File: config.mk
export PLATFORM = sky130hd
export DESIGN_NAME = qsc_serial_mul
export DESIGN_NICKNAME = d
export VERILOG_FILES = /design/src/rtl/core/qsc_pkg.sv /design/src/rtl/core/qsc_serial_mul.sv
export SDC_FILE = /design/constraint.sdc
export NUM_CORES = 1
export LEC_CHECK = 0
export BUFFER_PORTS_ARGS = -buffer_cell sky130_fd_sc_hd__buf_2
export CAP_MARGIN = 20
export CORE_UTILIZATION = 32
export CTS_CLUSTER_DIAMETER = 120
export DETAILED_ROUTE_END_ITERATION = 10
export HOLD_SLACK_MARGIN = 0.12
export SYNTH_ARGS = -nofsm -noshare
export SYNTH_HDL_FRONTEND = slang
export SYNTH_SLANG_ARGS = --single-unit
File: constraint.sdc
create_clock -name clk -period 3.5 [get_ports clk]
set_input_delay 0.525 -clock clk [delete_from_list [all_inputs] [get_ports clk]]
set_output_delay 0.525 -clock clk [all_outputs]
set_load 0.005 [all_outputs]
File: src/rtl/core/qsc_pkg.sv
// Shared widths, codes and state type of the quintic segment coefficients unit.
// No dependencies; every other RTL file imports this package.
`timescale 1ns / 1ps

package qsc_pkg;

    localparam int POS_W   = 32;
    localparam int TIME_W  = 24;
    localparam int COEF_W  = 48;
    localparam int TERM_W  = 40;
    localparam int NUM_W   = 96;
    localparam int DVD_W   = 152;
    localparam int SLOPE_W = 51;
    localparam int LIM_W   = 31;
    localparam int IDX_W   = 3;

    localparam logic [IDX_W-1:0] CFG_START_VEL = 3'd0;
    localparam logic [IDX_W-1:0] CFG_START_ACC = 3'd1;
    localparam logic [IDX_W-1:0] CFG_END_VEL   = 3'd2;
    localparam logic [IDX_W-1:0] CFG_END_ACC   = 3'd3;
    localparam logic [IDX_W-1:0] CFG_VEL_LIM   = 3'd4;

    localparam logic [1:0] STATUS_OK  = 2'd0;
    localparam logic [1:0] STATUS_FEW = 2'd1;
    localparam logic [1:0] STATUS_SAT = 2'd2;

    typedef enum logic [3:0] {
        ST_IDLE,
        ST_DECIDE,
        ST_S1_GO,
        ST_S1_WAIT,
        ST_S2_GO,
        ST_S2_WAIT,
        ST_MEAN,
        ST_M1_GO,
        ST_M1_WAIT,
        ST_M2_GO,
        ST_M2_WAIT,
        ST_D_GO,
        ST_D_WAIT,
        ST_C_STORE,
        ST_PUSH
    } state_t;

endpackage

File: src/rtl/core/qsc_serial_mul.sv
// Bit-serial shift-add multiplier: signed multiplicand times unsigned multiplier.
// One multiplier bit per cycle; depends on qsc_pkg.
`timescale 1ns / 1ps

module qsc_serial_mul
    import qsc_pkg::*;
#(
    parameter int NW = NUM_W,
    parameter int TW = TIME_W
)
(
    input  logic          clk,
    input  logic          rst_n,
    input  logic          start,
    input  logic [NW-1:0] multiplicand,
    input  logic [TW-1:0] multiplier,
    output logic          done,
    output logic [NW-1:0] product
);

    localparam int CW = $clog2(TW + 1);

    logic [NW-1:0] acc_reg;
    logic [NW-1:0] m_reg;
    logic [TW-1:0] t_reg;
    logic [CW-1:0] cnt_reg;
    logic          busy_reg;
    logic          done_reg;

    always_ff @(posedge clk or negedge rst_n)
    begin
        if (!rst_n)
        begin
            cnt_reg  <= '0;
            busy_reg <= 1'b0;
            done_reg <= 1'b0;
        end
        else if (start)
        begin
            cnt_reg  <= CW'(TW);
            busy_reg <= 1'b1;
            done_reg <= 1'b0;
        end
        else if (busy_reg)
        begin
            cnt_reg <= cnt_reg - 1'b1;
            if (cnt_reg == CW'(1))
            begin
                busy_reg <= 1'b0;
                done_reg <= 1'b1;
            end
        end
        else
        begin
            done_reg <= 1'b0;
        end
    end

    always_ff @(posedge clk)
    begin
        if (start)
        begin
            acc_reg <= '0;
            m_reg   <= multiplicand;
            t_reg   <= multiplier;
        end
        else if (busy_reg)
        begin
            if (t_reg[0])
            begin
                acc_reg <= acc_reg + m_reg;
            end
            m_reg <= m_reg << 1;
            t_reg <= t_reg >> 1;
        end
    end

    assign done    = done_reg;
    assign product = acc_reg;

endmodule

==> summary.txt <==
Status -> finished, violations left
Failing checks -> negative setup slack
CTS sink cnt -> 223
Synth Area in Adders -> 8.56%
Reg clk slew, reported paths -> 0.06 ns
Post-route ant nets -> 0
Period Utilization, post-route -> 100%
Initial antenna violation count -> 0
Filler Cell Count -> 4462
Post-synth top area share -> 25.0%
Die X -> 214 um
Layout cell share with drive strength beyond 1 -> 32.1%
Most used cell, CP -> o41ai_4
Syn nets -> 1790
Pwr Total -> 12500 uW
Total wire length -> 44200 um
Hold WS -> 0.244 ns
Hold Path Class -> primary input to register
Drt wl/cell -> 17.6 um
I/O pins -> 220
Final Max Slew Viols -> 0
PortBufs -> 219
Pre-CTS setup slack -> -0.585 ns
ANT cells -> 0
PwrDens -> 668 nW/um^2
Vias/cell -> 5.19
Post-synthesis mux area share -> 9.35%
Comb pwr share -> 45.5%
Die H -> 214 um
Vias -> 13.0k
Cells along the critical path -> ha_4, nand4_1, nor4_2, buf_4, nand2_4, o41ai_4, o21ai_4, o41ai_4, buf_4, a21oi_4, o41ai_4, a21boi_1, xor2_1, o21ai_1
Seq pwr share -> 29.5%
Gate Count Post-Synth -> 1569
#FFs+latches synth -> 223
Main combinational cell family by area after synthesis -> compound AO/OA/AOI/OAI gates
Area Overhead vs Synth -> 29.4%
Grt ovf -> 0
DRT iter0 DRCs -> 710
WS Path Type -> register to register
Die area -> 45900 um^2
Sw frac -> 37.7%
Core Area -> 44300 um^2
Row count -> 77
Dpl hpwl -> 33400 um
Final count of negative-setup-slack endpoints -> 1
Critical-path top delay cell -> o41ai_4
Final RePlAce weighted congestion -> 0.888
Final core occ -> 42.1%
Synth Flop Type -> edfxtp_1
Clock network power share -> 25.1%
Total of max-cap violations -> 0
Drt pass-1 iters -> 5
Initial Util -> 32.5%
Startpoint Class -> register
Leak -> 0.00815 uW
Vias in the first global route -> 13.0k
Synth Area in Compound Gates -> 20.2%
P_int -> 7760 uW
Number of synthesized flops with an enable pin -> 120
Netlist cell types -> 74
Async SR Flop Fraction -> 3.14%
Final non-filler cell total -> 2507
Post-layout worst setup margin -> -0.00432 ns
TritonCTS Buffers -> 28
Clk_lat worst skew -> 0.58 ns
CTS tree -> yes
Dpl cells -> 2444
Worst-path fanout max -> 4
Peak VDD IR -> 371 uV
CTS H-tree depth -> 1
RSZ-0062 raised after global routing -> yes
Simple-gate share of the synthesized area -> 14.3%
Hold Violations, Final -> 0
Post-layout min period -> 3.50 ns
Xor and xnor area share after synthesis -> 5.16%
Remaining DRCs -> 0
Clock Path Buffers -> 3
Worst Setup End Kind -> register
Max Freq -> 285 MHz
Yosys warning total -> 0
Largest net degree at the start of global routing -> 92
First-pass GRT wire length -> 69700 um
Layout Nets -> 2114
Sequential cell area fraction in the yosys report -> 39.5%
Aggregate global-route resource usage -> 18.7%
Worst-case clock skew -> 0.0256 ns
Slew Limit Headroom -> 37.5%
Top cells by area, synth -> edfxtp_1 (25%), dfxtp_1 (13%), mux2_2 (9.2%)
Slew of the pin with the lowest slew margin -> 0.935 ns
P_sw -> 4700 uW
CP Data Required Time -> 3.94 ns
CTS root buf -> clkbuf_16
Largest stage delay, worst path -> 0.47 ns
Data arrival time of the critical path -> 3.95 ns
Cell taking the most area after synthesis -> edfxtp_1
Mapped cell area -> 14400 um^2
Syn Area/Cell -> 9.19 um^2
final timing paths:
| path | to | from | cells after the start | slack, ns |
|---|---|---|---|---|
| max reg2reg | product[84]$_SDFFE_PP0P_ | m_reg[27]$_DFFE_PP_ | 14 | -0.004 |
| max in group asynchronous | cnt_reg[3]$_DFFE_PN0P_ | rst_n | 2 | 2.99 |
| min reg2reg | product[71]$_SDFFE_PP0P_ | product[71]$_SDFFE_PP0P_ | 2 | 0.47 |
| min in group asynchronous | done$_DFFE_PN0P_ | rst_n | 2 | 0.35 |
| max | product[84]$_SDFFE_PP0P_ | m_reg[27]$_DFFE_PP_ | 14 | -0.004 |
| min | m_reg[30]$_DFFE_PP_ | multiplicand[30] | 2 | 0.24 |
per-stage QoR:
step	setup TNS, ns	cell area (um^2)
after floorplan	0	14400
after global placement	-3.85	17100
after detailed placement	-4.96	17100
after CTS	-0.0148	18300
after global routing	-1.09	18700
final	-0.00432	18700
cell usage in the layout, fill, tap and decap left out, drive strengths merged, types with 7 or more instances in the layout:
master  netlist  final
and2          8      8
edfxtp      120    120
a21oi       190    190
mux2        118    118
nand2b        8      8
o31ai         7      7
nand2       237    237
xnor2        52     52
a21o         52     52
a31oi        13     13
a211oi       11     11
xor2         33     33
nand4        30     30
dfxtp        96     96
ha           97     97
o21bai       28     28
nor2         93     93
inv          31     31
nand3        22     22
o211ai       17     17
clkbuf       71     41
nor3         17     17
buf          10    374
a21boi       11     11
o21ai       100    100
dfrtp         7      7
power by group through the flow:
stage | Clock [uW] | Combinational (uW) | Sequential (uW)
3_5_place_dp | 0 | 5330 | 3690
3_3_place_gp | 0 | 5300 | 3680
2_1_floorplan | 0 | 3440 | 3610
6_report | 3120 | 5670 | 3670
5_1_grt | 3300 | 6260 | 3730
4_1_cts | 3210 | 5480 | 3660
cells by family after synthesis:
logic type / count (synthesis)
AOI/OAI and AO/OA: 470
xor gates and xnor gates: 85
adders and majority gates: 98
buffers and inverters: 112
DFF: 223
muxes: 120
and+or+nand+nor: 461
layout make-up:
cell class	instances	area, um^2	area share [%]
sequential	223	5700	30.6
clock buffer	41	800	4.29
inverter	31	116	0.624
clock inverter	11	191	1.03
timing repair buffer	375	2310	12.4
tap	592	741	3.97
multi-input combinational	1234	8790	47.1
worst max-delay path, delay by kind of cell (launching register included):
family / cells / cell delay (ns)
simple gates: 3 / 0.51
flops: 1 / 0.43
buf+inv: 2 / 0.37
fa+ha+maj: 1 / 0.30
xor+xnor: 1 / 0.16
compound gates: 7 / 1.60
timing repair:
item / in CTS / in global routing
resized for setup: 29 / 57
endpoints found under the hold margin: 7 / 0
cloned: 0 / 0
buffers inserted: 4 / 6
endpoints found under the setup margin: 27 / 32
pin swaps: 7 / 19
hold buffers: 1 / 0
metal layers:
layer	global-route usage [%]	share of wire, %	vias to the layer above
met3	2.99	4.9	72
met2	31.5	47	346
met1	25.0	46	6184
met5	0	0	-
li1	-	-	6411
met4	4.38	2.3	0
synthesized netlist by cell type (all sizes together), types with 3 or more instances:
master	n
a211oi	11
a21boi	11
a21o	52
a21oi	190
a221oi	6
a31o	3
a31oi	13
and2	8
and3	6
and4	3
buf	10
clkbuf	71
dfrtp	7
dfxtp	96
edfxtp	120
ha	97
inv	31
mux2	118
nand2	237
nand2b	8
nand3	22
nand3b	4
nand4	30
nor2	93
nor2b	5
nor3	17
nor3b	3
nor4	6
nor4b	3
o211ai	17
o21a	4
o21ai	100
o21bai	28
o31ai	7
o41ai	5
or2	4
or3	4
xnor2	52
xor2	33
No activity file was read; power rests on OpenSTA's default activity.
