$ cat src/rtl/core/qsc_pkg.sv
// Shared widths, codes and state type of the quintic segment coefficients unit.
// No dependencies; every other RTL file imports this package.
`timescale 1ns / 1ps

package qsc_pkg;

    localparam int POS_W   = 32;
    localparam int TIME_W  = 24;
    localparam int COEF_W  = 48;
    localparam int TERM_W  = 40;
    localparam int NUM_W   = 96;
    localparam int DVD_W   = 152;
    localparam int SLOPE_W = 51;
    localparam int LIM_W   = 31;
    localparam int IDX_W   = 3;

    localparam logic [IDX_W-1:0] CFG_START_VEL = 3'd0;
    localparam logic [IDX_W-1:0] CFG_START_ACC = 3'd1;
    localparam logic [IDX_W-1:0] CFG_END_VEL   = 3'd2;
    localparam logic [IDX_W-1:0] CFG_END_ACC   = 3'd3;
    localparam logic [IDX_W-1:0] CFG_VEL_LIM   = 3'd4;

    localparam logic [1:0] STATUS_OK  = 2'd0;
    localparam logic [1:0] STATUS_FEW = 2'd1;
    localparam logic [1:0] STATUS_SAT = 2'd2;

    typedef enum logic [3:0] {
        ST_IDLE,
        ST_DECIDE,
        ST_S1_GO,
        ST_S1_WAIT,
        ST_S2_GO,
        ST_S2_WAIT,
        ST_MEAN,
        ST_M1_GO,
        ST_M1_WAIT,
        ST_M2_GO,
        ST_M2_WAIT,
        ST_D_GO,
        ST_D_WAIT,
        ST_C_STORE,
        ST_PUSH
    } state_t;

endpackage

$ cat src/rtl/core/qsc_serial_div.sv
// Bit-serial restoring divider of a wide unsigned dividend by a narrow divisor.
// One quotient bit per cycle, truncating; depends on qsc_pkg.
`timescale 1ns / 1ps

module qsc_serial_div
    import qsc_pkg::*;
#(
    parameter int DW = DVD_W,
    parameter int TW = TIME_W
)
(
    input  logic          clk,
    input  logic          rst_n,
    input  logic          start,
    input  logic [DW-1:0] dividend,
    input  logic [TW-1:0] divisor,
    output logic          done,
    output logic [DW-1:0] quotient
);

    localparam int CW = $clog2(DW + 1);

    logic [DW-1:0] q_reg;
    logic [TW-1:0] rem_reg;
    logic [TW-1:0] den_reg;
    logic [CW-1:0] cnt_reg;
    logic          busy_reg;
    logic          done_reg;
    logic [TW:0]   trial;
    logic [TW:0]   diff;
    logic          fits;

    assign trial = {rem_reg, q_reg[DW-1]};
    assign diff  = trial - {1'b0, den_reg};
    assign fits  = (trial >= {1'b0, den_reg});

    always_ff @(posedge clk or negedge rst_n)
    begin
        if (!rst_n)
        begin
            cnt_reg  <= '0;
            busy_reg <= 1'b0;
            done_reg <= 1'b0;
        end
        else if (start)
        begin
            cnt_reg  <= CW'(DW);
            busy_reg <= 1'b1;
            done_reg <= 1'b0;
        end
        else if (busy_reg)
        begin
            cnt_reg <= cnt_reg - 1'b1;
            if (cnt_reg == CW'(1))
            begin
                busy_reg <= 1'b0;
                done_reg <= 1'b1;
            end
        end
        else
        begin
            done_reg <= 1'b0;
        end
    end

    always_ff @(posedge clk)
    begin
        if (start)
        begin
            q_reg   <= dividend;
            rem_reg <= '0;
            den_reg <= divisor;
        end
        else if (busy_reg)
        begin
            rem_reg <= fits ? diff[TW-1:0] : trial[TW-1:0];
            q_reg   <= {q_reg[DW-2:0], fits};
        end
    end

    assign done     = done_reg;
    assign quotient = q_reg;

endmodule

$ cat config.mk
export PLATFORM = sky130hd
export DESIGN_NAME = qsc_serial_div
export DESIGN_NICKNAME = d
export VERILOG_FILES = /design/src/rtl/core/qsc_pkg.sv /design/src/rtl/core/qsc_serial_div.sv
export SDC_FILE = /design/constraint.sdc
export NUM_CORES = 1
export LEC_CHECK = 0
export ABC_CLOCK_PERIOD_IN_PS = 9200
export BUFFER_PORTS_ARGS = -buffer_cell sky130_fd_sc_hd__buf_2
export CORE_ASPECT_RATIO = 0.5
export CORE_MARGIN = 1.5
export CORE_UTILIZATION = 40
export DETAILED_ROUTE_END_ITERATION = 8
export PLACE_DENSITY = 0.72
export SETUP_SLACK_MARGIN = 0.2
export SYNTH_ARGS = -nofsm -noshare
export SYNTH_HDL_FRONTEND = slang
export SYNTH_SLANG_ARGS = --single-unit
$ cat constraint.sdc
create_clock -name clk -period 9.2 [get_ports clk]
set_clock_uncertainty 0.1 [all_clocks]
set_input_delay 0.46 -clock clk [delete_from_list [all_inputs] [get_ports clk]]
set_output_delay 0.46 -clock clk [all_outputs]
set_load 0.005 [all_outputs]
==> metrics.txt, run 1 <==
Max stage delay on crit path 0.90 ns; #FFs+latches synth 210; Area Overhead vs Synth 26.0%; post-DR wirelength/cell 17.5 um; CTS Buf Count 21; Post-CTS Resized 0; Slew @ Worst Pin 1.15 ns; top_reg_cell synth edfxtp_1; first-pass GRT wire length 39,300 um; non-filler cells, final 1,451; Yosys top cell by area edfxtp_1; status finished, final reports clean; # nets final 1,298; CP max stage cell a21oi_4; Max Cap Viol 0; Crit path arrival time 3.70 ns; final slew viol count 0; fraction of the cycle the final worst path needs 0.364; Top Ports 332; DRT Wirelength 25,400 um; Die Y 117 um; synth warn 0; most frequent cells after synthesis edfxtp_1 (176), mux2_2 (152), nor2_1 (44), inv_1 (36), clkbuf_1 (31); Max VDD drop 0.107 mV; clk slew on worst S/H paths 0.07 ns; post-synthesis sequential area ratio 0.581; Mapped Area 10,400 um^2; CP Data Required Time 9.55 ns; Initial DRC Count 442; final worst slack 5.85 ns; Clock Sinks 210; Final GP Congestion 0.931; die width 231 um; Distinct cells, synth 66; crit path cell chain inv_1 > ha_1 > nor2b_1 > o2111a_1 > o31ai_4 > o21ai_4 > a21oi_4 > mux2_2 > o21ai_0; synthesized instance count 766; slew margin rel. 0.231; cell with the most instances after synthesis edfxtp_1; Critical Path Fanout Max 37; Post-CTS Hold Buffers 7; final worst path period need 3.35 ns; drt pass-1 iters 5; delay-heaviest family, CP compound AO/OA/AOI/OAI gates; Worst Path Buf+Inv 1; vias per inst 5.17; Final Hold Vio Count 0; GR Util All Layers 0.183; final setup fails 0; # rows 41; Synth area leaders edfxtp_1 (51%), mux2_2 (17%), dfxtp_1 (4.6%); CP Class reg2reg; Fin Setup TNS 0 ns; power consumption 2.91 mW; # diodes 0; I/O Buffers 331; post-CTS setup buffer count 0; largest net degree at the start of global routing 108; PD cells 223 nW/um^2; Cell Count Post-Placement 1,398; Critical Path Start Type flip-flop; CTS tree built; clock latency on the worst-skew pair 0.52 ns; HPWL Detailed 18,400 um; post-synth top area share 0.510; Synth Net Count 972; vias in the first global route 7,406; via count 7,504; Max Clock Freq 299 MHz; Placeable Area 25,300 um^2; htree depth 1; Finished Cell Area 13,100 um^2; RSZ-0062 raised after global routing no; Async S/R FF share, synth 0.0476; worst min path class in2reg; gr ovfl total 0; full die area 26,900 um^2; average cell area after synthesis 13.5 um^2; number of remaining DRC errors 0; Setup WS pre-CTS 5.75 ns; DP Area 12,300 um^2; LEAKAGE 5.61 nW; starting density of the core 0.410; CP Capture Type flip-flop; Final ANT Viol Nets 0; number of flip-flops under the largest register name 152; Post-synth EDFFs 176; initial antenna violation count 0; clock root cell clkbuf_16; CTS Buffer Depth 3; share of cells above drive strength 1 0.481
[cell families (layout without fill, tap and decap cells)]
logic type | count (synthesis) | after routing | share of synthesized area
and+or+nand+nor | 150 | 150 | 0.0755
xor gates and xnor gates | 20 | 20 | 0.0169
buffers and inverters | 83 | 424 | 0.0348
AOI/OAI and AO/OA | 107 | 107 | 0.0770
adders and majority gates | 27 | 27 | 0.0333
muxes | 169 | 169 | 0.182
DFF | 210 | 210 | 0.581
[worst register-to-register path: cells and delay by family (launching register included)]
| kind | cells | cell delay, ns |
|---|---|---|
| buffers and inverters | 1 | 0.08 |
| adder cells (fa/ha/maj) | 1 | 0.24 |
| AO/OA/AOI/OAI | 5 | 1.85 |
| multiplexers | 1 | 0.44 |
| flip-flops | 1 | 0.42 |
| AND/OR/NAND/NOR | 1 | 0.17 |
[report_power, final]
part	switching (mW)	total [mW]	internal, mW
Clock	0.376	0.825	0.449
Combinational	0.435	0.822	0.386
Sequential	0.0858	1.26	1.17
[placed cells by master, fill, tap and decap left out, drive strengths merged, types with 8 or more instances in the layout]
master and instances:
a21oi 24, ha 26, clkbuf 23, xor2 9
inv 37, nor2 44, mux2 152, clkinv 12
a211oi 14, edfxtp 176, dfrtp 10, nand2 27
dfxtp 24, xnor2 11, nand4 9, nand3 17
mux2i 17, buf 334, dlygate4sd3 15, o21ai 15
nor2b 8
[path summary, 6_finish.rpt]
check	from	to	slack [ns]	cells past startpoint
min	divisor[21]	den_reg[21]	0.02	1
min reg2reg	rem_reg[2]	rem_reg[2]	0.40	2
max	den_reg[1]	rem_reg[1]	5.85	9
max in group asynchronous	rst_n	cnt_reg[0]	8.57	2
min in group asynchronous	rst_n	busy_reg	0.24	2
max reg2reg	den_reg[1]	rem_reg[1]	5.85	9
[final cells by class]
type,count,area [um^2]
timing repair buffer,350,1850
sequential,210,6020
multi-input combinational,473,3980
clock inverter,16,113
inverter,36,140
fill,2187,12200
tap,344,430
clock buffer,22,529
[through the flow]
stage | util | hold slack (ns)
6_report | 0.516 | 0.0204
5_1_grt | 0.516 | 0.00120
4_1_cts | 0.513 | 0.000353
3_5_place_dp | 0.485 | 0.233
3_3_place_gp | 0.485 | 0.230
2_1_floorplan | - | 0.0644
[metal layers]
layer  up-vias  GRT usage  wire, um
li1       3554          -         -
met1      3710      0.236     10900
met2       192      0.314     12700
met3        48     0.0405      1230
met4         0     0.0558       608
met5         -          0         0
Power figures use the tool's default switching activity.
==> run 2, diff against run 1 <==
--- a/config.mk
+++ b/config.mk
@@ -5,7 +5,7 @@
 export SDC_FILE = /design/constraint.sdc
 export NUM_CORES = 1
 export LEC_CHECK = 0
-export ABC_CLOCK_PERIOD_IN_PS = 9200
+export ABC_CLOCK_PERIOD_IN_PS = 3200
 export BUFFER_PORTS_ARGS = -buffer_cell sky130_fd_sc_hd__buf_2
 export CORE_ASPECT_RATIO = 0.5
 export CORE_MARGIN = 1.5
==> constraint.sdc (replaced) <==
create_clock -name clk -period 3.2 [get_ports clk]
set_clock_uncertainty 0.1 [all_clocks]
set_input_delay 0.16 -clock clk [delete_from_list [all_inputs] [get_ports clk]]
set_output_delay 0.16 -clock clk [all_outputs]
set_load 0.005 [all_outputs]
==> run 2 against run 1 <==
- cell area is 14% higher
- combinational power grew to 3.3 times the previous value
- clock-buffer cell count is 3 higher
- first-iteration DRC count is 5.0% higher
- critical path type unchanged
- hold slack better by 0.11 ns
- critical path depth is 1 higher
==> metrics.txt, run 2 (synthesis results as in run 1) <==
commonest non-fill, non-tap cells in the layout buf_2 (330), dlygate4sd3_1 (178), edfxtp_1 (176), mux2_2 (152), nor2_1 (43); CP max stage cell or4_1; combinational fraction of design power 0.306; DRT Wirelength 29,100 um; commonest non-fill, non-tap cell in the layout buf_2; starting density of the core 0.410; HPWL Detailed 19,300 um; RSZ-0062 raised after global routing yes; delay-heaviest family, CP simple AND/OR/NAND/NOR gates; final slew viol count 0; # rows 41; Max Clock Freq 349 MHz; clock latency on the worst-skew pair 0.51 ns; Max Cap Viol 0; Int Power 6.04 mW; Worst R2R End rem_reg[17]; Critical Path Fanout Max 8; htree depth 1; Placeable Area 25,300 um^2; Clock Sinks 210; gr ovfl total 0; Hold WS 0.130 ns; Crit path arrival time 3.19 ns; clk slew on worst S/H paths 0.07 ns; Fin Setup TNS 0 ns; first-pass GRT wire length 44,700 um; Max VDD drop 0.373 mV; status finished, final reports clean; largest net degree at the start of global routing 81; die width 231 um; flop-to-flop setup slack 0.33 ns; R2R cell count 10; Top Ports 332; full die area 26,900 um^2; CP Class reg2reg; clock root cell clkbuf_16; sequential power share 0.416; fraction of the cycle the final worst path needs 0.896; Slew @ Worst Pin 0.686 ns; Initial DRC Count 464; Final GP Congestion 0.893; via count 8,282; initial antenna violation count 1; crit path cell chain inv_1 > ha_1 > and4_2 > nand4_4 > nor3_2 > a221o_2 > a21oi_4 > buf_4 > or4_1 > a311oi_1; CTS Buffer Depth 3; # nets final 1,473; CP Data Required Time 3.52 ns; Area Overhead vs Synth 43.4%; Clk pwr share 0.278; I/O Buffers 331; LEAKAGE 6.37 nW; vias in the first global route 8,393; Critical Path Start Type flip-flop; slew margin rel. 0.536; CP Capture Type flip-flop; CTS Buf Count 21; Sw Ratio 0.309; drt pass-1 iters 4; post-DR wirelength/cell 17.9 um; number of flip-flops under the largest register name 152; CP Depth 10; Die Y 117 um; vias per inst 5.10; final worst path period need 2.87 ns; final setup fails 0; number of remaining DRC errors 0; Worst Setup EP rem_reg[17]; # diodes 0; Setup crit start den_reg[14]; PD cells 589 nW/um^2; Worst Path Buf+Inv 2; worst min path class in2reg; Reg-to-Reg Start den_reg[14]; Max stage delay on crit path 0.52 ns; Final Hold Vio Count 0; NetSw 2.70 mW; CTS tree built; share of cells above drive strength 1 0.429; GR Util All Layers 0.211; Final ANT Viol Nets 0
## run 2: cell types whose count changed in the layout (fill, tap and decap cells not counted), sizes merged
cell	change
clkinv	-5
inv	-1
dlygate4sd3	+163
buf	+12
clkinvlp	+1
clkbuf	+3
## run 2: area by class of cell
cell class	count	area, um^2
sequential	210	6020
clock buffer	25	561
timing repair buffer	525	3620
fill	2001	10400
tap	344	430
multi-input combinational	473	4000
inverter	36	139
clock inverter	11	90.1
## run 2: worst min path at each step
stage	startpoint	end	cells past startpoint
floorplan	rst_n	busy_reg	0
global placement	rst_n	done	1
detailed placement	rst_n	done	1
CTS	start	cnt_reg[0]	2
global route	start	cnt_reg[0]	2
finish	start	cnt_reg[0]	2
## run 2: layer usage
metal / global-route usage / vias to the layer above / share of wire
met5: 0 / - / 0.00024
met4: 0.0715 / 2 / 0.032
met3: 0.0371 / 70 / 0.041
met2: 0.384 / 229 / 0.52
met1: 0.256 / 4079 / 0.40
li1: - / 3902 / -
## run 2: power by group through the flow
stage	sequential (mW)	clock (mW)	combinational (mW)
final	3.64	2.43	2.68
after CTS	3.63	2.48	2.64
after global routing	3.69	2.59	2.93
after detailed placement	3.68	0	2.40
after floorplan	3.63	0	1.69
after global placement	3.66	0	2.35
## run 2: worst reg2reg max path: stages (launching register included)
cell and delay, ns:
edfxtp_1 0.33, inv_1 0.05, ha_1 0.46, and4_2 0.40, nand4_4 0.12, nor3_2 0.14, a221o_2 0.19, a21oi_4 0.06
buf_4 0.17, or4_1 0.52, a311oi_1 0.26
## run 2: timing repair
item / CTS / global route
pin swaps: 1 / 1
endpoints found under the hold margin: 186 / 0
setup buffers: 4 / 1
gates resized for setup: 0 / 4
endpoints found under the setup margin: 1 / 3
hold buffers: 178 / 0
## run 2: through the flow
step	power, mW	std cells	worst slack [ns]	cell area [um^2]	util
finish	8.75	1624	0.334	14900	0.587
global placement	6.02	1405	0.318	12400	0.489
floorplan	5.32	766	-0.224	10400	-
detailed placement	6.08	1405	0.236	12400	0.489
CTS	8.75	1623	0.255	14800	0.587
global route	9.20	1624	0.180	14900	0.587
==> run 3, diff against run 2 <==
--- a/config.mk
+++ b/config.mk
@@ -5,7 +5,7 @@
 export SDC_FILE = /design/constraint.sdc
 export NUM_CORES = 1
 export LEC_CHECK = 0
-export ABC_CLOCK_PERIOD_IN_PS = 3200
+export ABC_CLOCK_PERIOD_IN_PS = 3100
 export BUFFER_PORTS_ARGS = -buffer_cell sky130_fd_sc_hd__buf_2
 export CORE_ASPECT_RATIO = 0.5
 export CORE_MARGIN = 1.5
==> constraint.sdc (replaced) <==
create_clock -name clk -period 3.1 [get_ports clk]
set_clock_uncertainty 0.1 [all_clocks]
set_input_delay 0.155 -clock clk [delete_from_list [all_inputs] [get_ports clk]]
set_output_delay 0.155 -clock clk [all_outputs]
set_load 0.005 [all_outputs]
==> run 3 against run 2 <==
- final cell count increased by 0.25%
- non-clock buffer count rose by 1
- register-to-register slack lost 0.03 ns
- clock power is 5% higher
- critical path type unchanged
- global-route usage is essentially flat
- clock-buffer cell count up 1
- critical path depth shrank 1
- total power rose by 4.5%
==> metrics.txt, run 3 (synthesis results as in run 1) <==
CTS Buf Count 21; Top Layer Used met4; Int Power 6.33 mW; commonest non-fill, non-tap cell in the layout buf_2; Die Y 117 um; final setup fails 0; status finished, final reports clean; Max VDD drop 0.338 mV; clock root cell clkbuf_16; first-pass GRT wire length 44,400 um; share of cells above drive strength 1 0.431; routed length on met3 1160 um; initial antenna violation count 1; final worst slack 0.304 ns; met2 wire len 15,500 um; CP Class reg2reg; Reg-to-Reg Start den_reg[6]; vias in the first global route 8,429; Max Cap Viol 0; Initial DRC Count 484; final worst path period need 2.80 ns; Max Clock Freq 358 MHz; power consumption 9.14 mW; Clock Sinks 210; vias per inst 5.09; full die area 26,900 um^2; Fin Setup TNS 0 ns; Critical Path Start Type flip-flop; I/O Buffers 331; Final Hold Vio Count 0; slew margin rel. 0.482; Final GP Congestion 0.912; Area Overhead vs Synth 44.1%; drt pass-1 iters 5; Placeable Area 25,300 um^2; die width 231 um; combinational fraction of design power 0.310; Slew @ Worst Pin 0.777 ns; htree depth 1; Final ANT Viol Nets 0; Setup crit start den_reg[6]; LEAKAGE 6.39 nW; CP Data Required Time 3.43 ns; CTS Buffer Depth 3; clk slew on worst S/H paths 0.07 ns; fillers 1,977; post-DR wirelength/cell 18.1 um; PD cells 612 nW/um^2; number of flip-flops under the largest register name 152; fraction of the cycle the final worst path needs 0.902; Top Ports 332; # nets final 1,474; final slew viol count 0; largest net degree at the start of global routing 79; RSZ-0062 raised after global routing no; Crit path arrival time 3.12 ns; worst min path class in2reg; clock latency on the worst-skew pair 0.51 ns; NetSw 2.81 mW; number of remaining DRC errors 0; Sw Ratio 0.308; gr ovfl total 0; via count 8,285; commonest non-fill, non-tap cells in the layout buf_2 (330), dlygate4sd3_1 (178), edfxtp_1 (176), mux2_2 (152), nor2_1 (43); HPWL Detailed 19,100 um; Hold WS 0.134 ns; CP Capture Type flip-flop; starting density of the core 0.410; Hold Path Origin start; Met1 Wirelength 11,900 um; # rows 41; GR Util All Layers 0.210; Setup WS pre-CTS 0.208 ns; DRT Wirelength 29,500 um; sequential power share 0.411; Critical Path Fanout Max 8; Clk pwr share 0.279; CTS tree built
==> run 3: changes by cell type in the layout (fill, tap and decap cells not counted), sizes merged <==
cell / change
clkinvlp: +1
bufinv: +1
buf: +1
clkbuf: +1
clkinv: -2
diode: +2
==> run 3: layer usage <==
metal | GRT usage | up-vias
li1 | - | 3910
met4 | 0.0819 | 0
met5 | 0 | -
met3 | 0.0363 | 78
met2 | 0.388 | 242
met1 | 0.249 | 4055
==> run 3: cell type report <==
| cell class | count | area, um^2 | area share |
|---|---|---|---|
| diodes | 2 | 5.00 | 0.000335 |
| repair buffers | 526 | 3640 | 0.244 |
| clock inverters | 11 | 115 | 0.00771 |
| clock buffers | 26 | 544 | 0.0365 |
| flip-flops and latches | 210 | 6020 | 0.403 |
| well taps | 344 | 430 | 0.0288 |
| multi-input cells | 473 | 4040 | 0.270 |
| inverters | 36 | 139 | 0.00930 |
==> run 3: path summary, 6_finish.rpt <==
kind	endpoint	slack (ns)	cells past startpoint
worst max-delay path	rem_reg[17]	0.30	9
worst min-delay path	cnt_reg[6]	0.13	2
worst max register to register	rem_reg[17]	0.30	9
worst min register to register	rem_reg[2]	0.39	2
max in group asynchronous	cnt_reg[2]	1.99	3
min in group asynchronous	busy_reg	0.59	3
==> run 3: timing repair <==
action	CTS	global route
hold buffers	178	0
pin swaps	0	3
setup buffers	0	5
endpoints found under the setup margin	1	20
endpoints found under the hold margin	186	0
gates resized for setup	2	9
gates cloned	0	0
==> run 3: worst max-delay path, cell delays in order (launching register included) <==
cell and delay, ns:
edfxtp_1 0.32, inv_1 0.04, ha_1 0.39, nand3_1 0.19, a31oi_2 0.27, o31ai_4 0.15
o21ai_4 0.22, a21oi_4 0.14, or4_1 0.61, a311oi_1 0.29
==> run 3: through the flow <==
step                      std cells  utilization  instance area, um^2
after global placement         1406        0.490                12400
after CTS                      1621        0.587                14800
after floorplan                 766            -                10400
after detailed placement       1406        0.490                12400
after global routing           1627        0.590                14900
final                          1628        0.590                14900
==> run 3: power by group through the flow <==
stage	clock, mW	combinational [mW]	sequential, mW
floorplan	0	1.74	3.75
global placement	0	2.45	3.78
detailed placement	0	2.51	3.80
CTS	2.58	2.70	3.74
global route	2.73	3.08	3.80
finish	2.55	2.84	3.75
